==> config.mk <==
export PLATFORM = sky130hd
export DESIGN_NAME = srt_cell
export DESIGN_NICKNAME = d
export VERILOG_FILES = /design/src/design/srt_pkg.sv /design/src/design/srt_cell.sv
export SDC_FILE = /design/constraint.sdc
export NUM_CORES = 1
export LEC_CHECK = 0
export BUFFER_PORTS_ARGS = -buffer_cell sky130_fd_sc_hd__buf_2
export CORE_AREA = 2 2 182 184
export CTS_CLUSTER_DIAMETER = 40
export CTS_CLUSTER_SIZE = 8
export DETAILED_ROUTE_END_ITERATION = 10
export DIE_AREA = 0 0 184 186
export PLACE_DENSITY = 0.49
export SLEW_MARGIN = 30
export SYNTH_ARGS = -nofsm -noshare
export SYNTH_HDL_FRONTEND = slang
export SYNTH_SLANG_ARGS = --single-unit
export TNS_END_PERCENT = 1
==> constraint.sdc <==
create_clock -name clk_i -period 0.9 [get_ports clk_i]
set_clock_uncertainty 0.2 [all_clocks]
set_input_delay 0 -clock clk_i [delete_from_list [all_inputs] [get_ports clk_i]]
set_output_delay 0 -clock clk_i [all_outputs]
set_load 0.1 [all_outputs]
==> src/design/srt_pkg.sv <==
// ----------------------------------------------------------------------------
// srt_pkg
// Shared types, codes and helpers for the sorted record table.
// ----------------------------------------------------------------------------
package srt_pkg;

  localparam int NameW = 200;
  localparam int IdW = 20;
  localparam int GradeW = 10;
  localparam int TakenW = 7;
  localparam logic [TakenW-1:0] MaxOut = 7'd64;

  // request codes
  localparam logic [1:0] REQ_INSERT = 2'd0;
  localparam logic [1:0] REQ_LOOKUP = 2'd1;
  localparam logic [1:0] REQ_LIST = 2'd2;
  localparam logic [1:0] REQ_CLEAR = 2'd3;

  // status codes
  localparam logic [1:0] ST_OK = 2'd0;
  localparam logic [1:0] ST_NOT_FOUND = 2'd1;
  localparam logic [1:0] ST_FULL = 2'd2;

  typedef struct packed {
    logic [NameW-1:0] name;
    logic [IdW-1:0] id;
    logic [GradeW-1:0] grade;
  } rec_t;

  typedef enum logic [4:0] {
    S_IDLE = 5'b00001,
    S_WALK = 5'b00010,
    S_BSRCH = 5'b00100,
    S_FETCH = 5'b01000,
    S_EMIT = 5'b10000
  } state_e;

  // zero bytes past the character limit and after the first zero byte
  function automatic logic [NameW-1:0] norm_name(input logic [NameW-1:0] raw,
                                                 input int unsigned nchars);
    logic [NameW-1:0] n;
    logic ended;
    logic [7:0] b;
    n = '0;
    ended = 1'b0;
    for (int k = 0; k < 25; k++) begin
      b = raw[NameW-1-8*k -: 8];
      if (k >= nchars || ended) b = 8'd0;
      if (b == 8'd0) ended = 1'b1;
      n[NameW-1-8*k -: 8] = b;
    end
    return n;
  endfunction

endpackage

==> src/design/srt_cell.sv <==
// ----------------------------------------------------------------------------
// srt_cell
// One table slot: holds a record and passes it on to the next slot on shift.
// ----------------------------------------------------------------------------
module srt_cell (
  input  logic          clk_i,
  input  logic          shift_i,
  input  srt_pkg::rec_t rec_i,
  output srt_pkg::rec_t rec_o
);

  srt_pkg::rec_t rec_q;

  // payload register, no reset
  always_ff @(posedge clk_i) begin
    if (shift_i) begin
      rec_q <= rec_i;
    end
  end

  assign rec_o = rec_q;

endmodule

# After elaboration in Yosys (flattened, before gate mapping)

Cells that the tools add are included.

Input port bits: 232
Register bits: 230
Output and inout port bits: 230
Logic and storage cells: 3

# Longest topological paths before layout

Gate-level depths: netlist of run 1.

Depth after elaboration: 0
Depth in mapped cells: 0
Gate-level depth less buffers: 0

# Least setup slack after synthesis of run 1

No wires, ideal clock.

Path kind: register -> output
Start point: register rec_q, in the netlist rec_o[0]
End point: output port rec_o[0] (netlist name)
Arrival: 0.904 ns
Required time: 0.700 ns
Slack: -0.204 ns
Cell stages (with the launch flop): 1
Path buffers: 0
Cell sequence: edfxtp_1

RTL lines:

| item                   | line           | text |
|---|---|---|
| start, declared        | srt_cell.sv:12 | `srt_pkg::rec_t rec_q;` |
| start signal, assigned | srt_cell.sv:17 | `rec_q <= rec_i;` |
| end, declared          | srt_cell.sv:9  | `output srt_pkg::rec_t rec_o` |

No word-level cell between the ends.

# Worst setup path in the final report of run 1

Start point: register rec_q, in the netlist rec_o[103]
End point: output port rec_o[103] (netlist name)

No word-level cell between the ends.

==> out/results.md, run 1 <==
| Quantity | Reported |
| --- | --- |
| Highest clock rate | 732 MHz |
| Count of yosys warnings during synthesis | 0 |
| Tightest Pin Transition | 0.293 ns |
| Quantity of I/O buffers inserted on ports | 461 |
| Cell with the largest stage delay on the worst path | sky130_fd_sc_hd__edfxtp_1 |
| Highest-count cells in the layout ignoring fill and taps | sky130_fd_sc_hd__buf_12, sky130_fd_sc_hd__dlygate4sd3_1, sky130_fd_sc_hd__buf_2, sky130_fd_sc_hd__edfxtp_1, sky130_fd_sc_hd__clkbuf_16 |
| Clock share of power | 35.8% |
| Family of cells with the greatest summed delay on the critical path | flip-flops |
| Floorplan die width | 184 microns |
| Switching fraction of total power | 32.8% |
| Clock buffer depth | 3 |
| Net Count, Synth | 462 |
| Clock root buffer | sky130_fd_sc_hd__clkbuf_16 |
| Internal portion of total power | 25.8 mW |
| Post-route DRC violation count | 0 |
| Initial core utilization | 21.4% |
| Largest net degree at the start of global routing | 32 |
| Pwr Total | 38.3 mW |
| CTS HTree Levels | 2 |
| Core region area | 32,200 sq um |
| Total negative slack for setup checks | -95.46 ns |
| Via count of the first global-routing pass | 5,957 |
| Worst hold path stage count | 1 |
| Post-CTS setup buffer count | 0 |
| Buffers plus inverters on the worst setup path | 1 |
| Ordered list of cells on the worst path | buf_12 |
| Post-CTS clock slew at the launch and capture registers of the worst setup and hold paths | 0.05 ns |
| Number of nets in the finished design | 1,215 |
| Footprint of the multi-input gates | 0 sq um |
| Data arrival time of the worst path | 1.17 ns |
| Sequential cell area fraction in the yosys report | 100% |
| CTS-repair resized insts | 0 |
| Total grt overflow | 0 |
| Startpoint Class | register |
| Most crowded layer after global routing | met2 |
| TritonCTS clock tree | yes |
| Hold path startpoint | shift_i |
| Tmin final | 1.37 ns |
| Pwr per Cell Area | 2270 nW/um^2 |
| Number of antenna violations at the first check in global routing | 2 |
| Fraction of power consumed by sequential logic | 35.3% |
| Most area-hungry cell type in the Yosys netlist | sky130_fd_sc_hd__edfxtp_1 |
| Worst min-delay path category | in2reg |
| Number of placement rows | 66 |
| GR met3 Demand/Resource | 5.44% |
| Grt met2 use | 25.4% |
| Hold-fix buffers at CTS | 230 |
| Wire length of the first global-routing pass | 34,600 microns |
| Peak supply drop | 1700 uV |
| Cts bufs inserted | 41 |
| Met1 Track Usage GR | 13.3% |
| Setup repair after global routing missed its margin | yes |
| Number of flip-flops under the largest register name | 230 |
| Number of sinks on the clock net | 230 |
| Endpoint kind of the worst setup timing path | primary output |
| Setup Viol. Count Final | 230 |
| Result of the run | finished, violations left |
| Most common cell after layout, fill and taps aside | sky130_fd_sc_hd__buf_12 |
| Floorplan die area | 34,200 sq um |
| Number of vias after detailed routing | 5,330 |
| GP Congestion | 0.750 |
| Overall Global Routing Usage | 13.6% |
| Post-detailed-route via-to-cell ratio | 3.77 |
| Hold violation total from the final report | 246 |
| Synth Cell Area | 6910 sq um |
| Biggest fanout along the worst timing path | 1 |
| Detailed Routing Iterations Pass 1 | 4 |
| Synthesis-stage register bit count | 230 |
| Max-cap violations | 0 |
| Hold WS | -0.317 ns |
| Share of post-route cells with drive strength above 1 | 53.0% |
| Number of nets with antenna violations after routing | 0 |
| Multi-Input Combinational | 0 |
| Post-DP HPWL | 16,500 microns |
| Stage delay of the slowest cell on the critical path | 0.44 ns |
| Leakage | 6.98 nW |
| Combinational share of power | 29.0% |
| Number of instances in the synthesized netlist | 230 |
| Number of top-level design ports | 462 |
| Area grow syn2layout | 145% |
| Routed WL per cell | 17.1 microns |
| Endpoint of the worst hold path | rec_o[116] |
| Main area contributors after synthesis | sky130_fd_sc_hd__edfxtp_1 |
| Max-slew violation count | 0 |
| Required time reported for the critical path endpoint | 0.70 ns |
| Fraction of synthesized cell area taken by the top area cell type | 100% |
| Least setup slack across all paths after layout | -0.466 ns |
| Violations in the final reports | hold timing, setup timing |
| Final Routed Wirelength | 24,200 microns |
| Number of DRC violations after detailed-routing iteration 0 | 99 |
| Syn_area_per_cell | 30.0 sq um |
| Count of cell types in the netlist | 1 |
| Die extent in y | 186 microns |
| Crit share post-route | 152% |
| Kind of critical path | reg2out |
| Worst slew margin relative to its limit | 80.4% |
| Sw Pwr | 12.6 mW |
## cell families (layout without fill, tap and decap cells)
| kind of cell | count (synthesis) | count (layout) | share of synthesized area [%] |
|---|---|---|---|
| buffers and inverters | 0 | 775 | 0 |
| other | 0 | 2 | 0 |
| DFF | 230 | 230 | 100 |
## layer usage
metal,wire [microns],part of all wire (%)
met1,7810,32
met2,13300,55
met3,2310,9.5
met4,831,3.4
met5,0,0
## power groups by stage
stage / registers (mW) / clock network, mW / logic [mW]
2_1_floorplan: 19.3 / 0 / 0
3_3_place_gp: 13.7 / 0 / 10.3
3_5_place_dp: 13.7 / 0 / 10.3
4_1_cts: 13.5 / 14.1 / 11.1
5_1_grt: 13.6 / 14.5 / 11.3
6_report: 13.5 / 13.7 / 11.1
## Yosys cell counts (all sizes together)
cell,n
edfxtp,230
## stage by stage
stage               setup WS [ns]  std cells  cell area, sq um  util, %  hold slack (ns)
floorplan                  -0.204        230              6910        -           -0.101
global placement           -0.181       1118             13400     41.5          -0.0236
detailed placement         -0.186       1118             13400     41.5          -0.0219
CTS                        -0.466       1413             16900     52.5           -0.339
global route               -0.501       1415             16900     52.5           -0.334
finish                     -0.466       1415             16900     52.5           -0.317
## timing repair
| item | 4_1_cts | 5_1_grt |
|---|---|---|
| hold endpoints to repair | 460 | 270 |
| setup endpoints to repair | 230 | 230 |
| pin swaps | 0 | 0 |
## area by class of cell
cell class / instances / area (sq um)
fillers: 2505 / 15300
clock buffers: 48 / 1050
flip-flops and latches: 230 / 6910
well taps: 408 / 510
repair buffers: 710 / 8270
diodes: 2 / 5.00
clock inverters: 17 / 170
## worst max path at each step
stage / from / endpoint / cells past startpoint
2_1_floorplan: rec_o[0] / rec_o[0] / 0
3_3_place_gp: shift_i / rec_o[51] / 2
3_5_place_dp: shift_i / rec_o[31] / 2
4_1_cts: rec_o[44] / rec_o[44] / 1
5_1_grt: rec_o[103] / rec_o[103] / 1
6_report: rec_o[103] / rec_o[103] / 1
No activity file was read; power rests on OpenSTA's default activity.
==> run 2: changes to the inputs <==
--- a/config.mk
+++ b/config.mk
@@ -6,12 +6,12 @@
 export NUM_CORES = 1
 export LEC_CHECK = 0
 export BUFFER_PORTS_ARGS = -buffer_cell sky130_fd_sc_hd__buf_2
-export CORE_AREA = 2 2 182 184
+export CORE_AREA = 2 2 179 181
 export CTS_CLUSTER_DIAMETER = 40
 export CTS_CLUSTER_SIZE = 8
 export DETAILED_ROUTE_END_ITERATION = 10
-export DIE_AREA = 0 0 184 186
-export PLACE_DENSITY = 0.49
+export DIE_AREA = 0 0 181 183
+export PLACE_DENSITY = 0.5
 export SLEW_MARGIN = 30
 export SYNTH_ARGS = -nofsm -noshare
 export SYNTH_HDL_FRONTEND = slang
==> run 2 against run 1 <==
  * The flow still finishes with violations (hold timing, setup timing)
  * Cell area fell by 0.91%
  * Final cell count decreased by 1.3%
  * Highest routed layer unchanged
  * Critical path depth is the same
  * Core utilization grew 1.1 points
==> out/results.md, run 2 (same netlist as run 1, synthesis figures left out) <==
| Quantity | Reported | vs previous |
| --- | --- | --- |
| Fraction of power consumed by sequential logic | 36.1% | +0.8 points |
| Number of inserted filler cells in the final layout | 2,360 | -5.8% |
| Buffers plus inverters on the worst setup path | 1 | unchanged |
| Hold WS | -0.186 ns | +0.131 ns |
| Internal portion of total power | 25.2 mW | -2.0% |
| Pwr per Cell Area | 2240 nW/um^2 | -1.3% |
| Post-DP HPWL | 18,200 microns | +9.7% |
| Result of the run | finished, violations left |  |
| GP Congestion | 0.761 | +1.4% |
| Family of cells with the greatest summed delay on the critical path | flip-flops |  |
| Register area | 6910 sq um | unchanged |
| Die extent in y | 183 microns | -1.6% |
| Number of instances in the placed design | 1,108 | -0.89% |
| CTS HTree Levels | 2 | unchanged |
| Setup Viol. Count Final | 230 | unchanged |
| Floorplan die area | 33,100 sq um | -3.2% |
| Post-route DRC violation count | 0 | unchanged |
| Peak supply drop | 1820 uV | +7.4% |
| Worst min-delay path category | in2reg |  |
| Cts bufs inserted | 38 | -7.3% |
| Tightest Pin Transition | 0.212 ns | -0.0817 ns |
| Worst slew margin relative to its limit | 85.9% | +5.4 points |
| Sw Pwr | 12.2 mW | -2.5% |
| Biggest fanout along the worst timing path | 1 | unchanged |
| Via count of the first global-routing pass | 5,969 | +0.20% |
| Number of DRC violations after detailed-routing iteration 0 | 193 | +95% |
| Leakage | 6.92 nW | -0.91% |
| Routed WL per cell | 18.8 microns | +9.5% |
| Number of vias after detailed routing | 5,258 | -1.4% |
| Number of top-level design ports | 462 | unchanged |
| Quantity of I/O buffers inserted on ports | 461 | unchanged |
| Required time reported for the critical path endpoint | 0.70 ns | about the same |
| Stage delay of the slowest cell on the critical path | 0.44 ns | about the same |
| Kind of critical path | reg2out |  |
| Ordered list of cells on the worst path | buf_12 |  |
| Tmin final | 1.35 ns | -0.0187 ns |
| Hold-fix buffers at CTS | 230 | unchanged |
| Share of post-route cells with drive strength above 1 | 52.8% | -0.21 points |
| Hold violation total from the final report | 230 | -6.5% |
| Area grow syn2layout | 143% |  |
| Crit share post-route | 150% | -2.1 points |
| Overall Global Routing Usage | 15.4% | +1.8 points |
| Data arrival time of the worst path | 1.15 ns | -0.02 ns |
| Highest-count cells in the layout ignoring fill and taps | sky130_fd_sc_hd__buf_12, sky130_fd_sc_hd__dlygate4sd3_1, sky130_fd_sc_hd__buf_2, sky130_fd_sc_hd__edfxtp_1, sky130_fd_sc_hd__clkbuf_16 |  |
| Post-CTS clock slew at the launch and capture registers of the worst setup and hold paths | 0.05 ns | about the same |
| Cell with the largest stage delay on the worst path | sky130_fd_sc_hd__edfxtp_1 |  |
| Endpoint kind of the worst setup timing path | primary output |  |
| Floorplan die width | 181 microns | -1.6% |
| Initial core utilization | 22.1% | +0.67 points |
| Number of nets with antenna violations after routing | 0 | unchanged |
| Combinational share of power | 29.7% | +0.7 points |
| Max-cap violations | 0 | unchanged |
| Clock buffer depth | 3 | unchanged |
| Highest clock rate | 742 MHz | +1.4% |
| Total grt overflow | 0 | unchanged |
| Number of antenna violations at the first check in global routing | 4 | +2 |
| Number of sinks on the clock net | 230 | unchanged |
| Post-detailed-route via-to-cell ratio | 3.77 | about the same |
| Final design area excluding fillers | 16,800 sq um | -0.91% |
| Setup repair after global routing missed its margin | yes |  |
| Switching fraction of total power | 32.7% | -0.11 points |
| Pwr Total | 37.5 mW | -2.2% |
| Final Routed Wirelength | 26,200 microns | +8.0% |
| Detailed Routing Iterations Pass 1 | 4 | unchanged |
| Number of flip-flops under the largest register name | 230 | unchanged |
| Multi-Input Combinational | 0 | unchanged |
| TritonCTS clock tree | yes |  |
| Number of nets in the finished design | 1,208 | -0.58% |
| Core region area | 31,200 sq um | -3.0% |
| Least setup slack across all paths after layout | -0.448 ns | +0.0187 ns |
| Number of gates on the worst path with buffers counted | 1 | unchanged |
| Wire length of the first global-routing pass | 37,500 microns | +8.2% |
| Post-route insts no fill | 1,396 | -1.3% |
| Clock share of power | 34.3% | -1.5 points |
| Placed Instance Area | 13,300 sq um | -0.37% |
| Number of placement rows | 65 | -1.5% |
| Startpoint Class | register |  |
| Max-slew violation count | 0 | unchanged |
| Most common cell after layout, fill and taps aside | sky130_fd_sc_hd__buf_12 |  |
| Violations in the final reports | hold timing, setup timing |  |
| Worst hold path stage count | 2 | +1 |
| CTS-repair resized insts | 0 | unchanged |
| Footprint of the multi-input gates | 0 sq um | unchanged |
| Clock root buffer | sky130_fd_sc_hd__clkbuf_16 |  |
| Largest net degree at the start of global routing | 38 | +19% |
[run 2: cell types whose count changed in the layout (fill, tap and decap cells not counted), moves of 2 or more]
| cell | change |
|---|---|
| sky130_fd_sc_hd__buf_4 | -3 |
| sky130_fd_sc_hd__clkbuf_1 | -3 |
| sky130_fd_sc_hd__clkinv_1 | -2 |
| sky130_fd_sc_hd__clkinv_8 | -2 |
| sky130_fd_sc_hd__clkinvlp_4 | -2 |
| sky130_fd_sc_hd__diode_2 | +2 |
[run 2: per-stage QoR]
| step | setup TNS (ns) | utilization, % | setup WS, ns |
|---|---|---|---|
| 5_1_grt | -101.06 | 53.7 | -0.483 |
| 6_report | -91.37 | 53.7 | -0.448 |
| 3_3_place_gp | -19.94 | 42.7 | -0.123 |
| 3_5_place_dp | -20.24 | 42.7 | -0.124 |
| 4_1_cts | -97.34 | 53.6 | -0.465 |
| 2_1_floorplan | -46.92 | - | -0.204 |
[run 2: path summary, 6_finish.rpt]
| kind | startpoint | slack, ns | endpoint |
|---|---|---|---|
| worst min-delay path | shift_i | -0.19 | rec_o[44] |
| worst max-delay path | rec_o[195] | -0.45 | rec_o[195] |
[run 2: power groups by stage]
stage	logic, mW	registers, mW	clock network [mW]
finish	11.1	13.5	12.8
global route	11.4	13.6	13.7
CTS	11.2	13.5	13.1
detailed placement	10.3	13.7	0
global placement	10.3	13.7	0
floorplan	0	19.3	0
[run 2: final cells by class]
cell class / count / area share [%]
well taps: 402 / 3.00
clock inverters: 9 / 0.433
flip-flops and latches: 230 / 41.2
clock buffers: 45 / 6.21
repair buffers: 706 / 49.1
diodes: 4 / 0.0597
[run 2: repair_timing]
action / 4_1_cts / 5_1_grt
setup buffers: 0 / 0
pin swaps: 0 / 0
hold endpoints to repair: 460 / 238
endpoints found under the setup margin: 230 / 230
[run 2: per-layer routing]
| metal | global-route usage [%] | share of wire [%] | vias up |
|---|---|---|---|
| met5 | 0 | 0 | - |
| met4 | 5.40 | 2.7 | 0 |
| met3 | 7.03 | 11 | 45 |
| met2 | 29.1 | 54 | 335 |
| met1 | 14.8 | 32 | 2440 |
| li1 | - | - | 2438 |
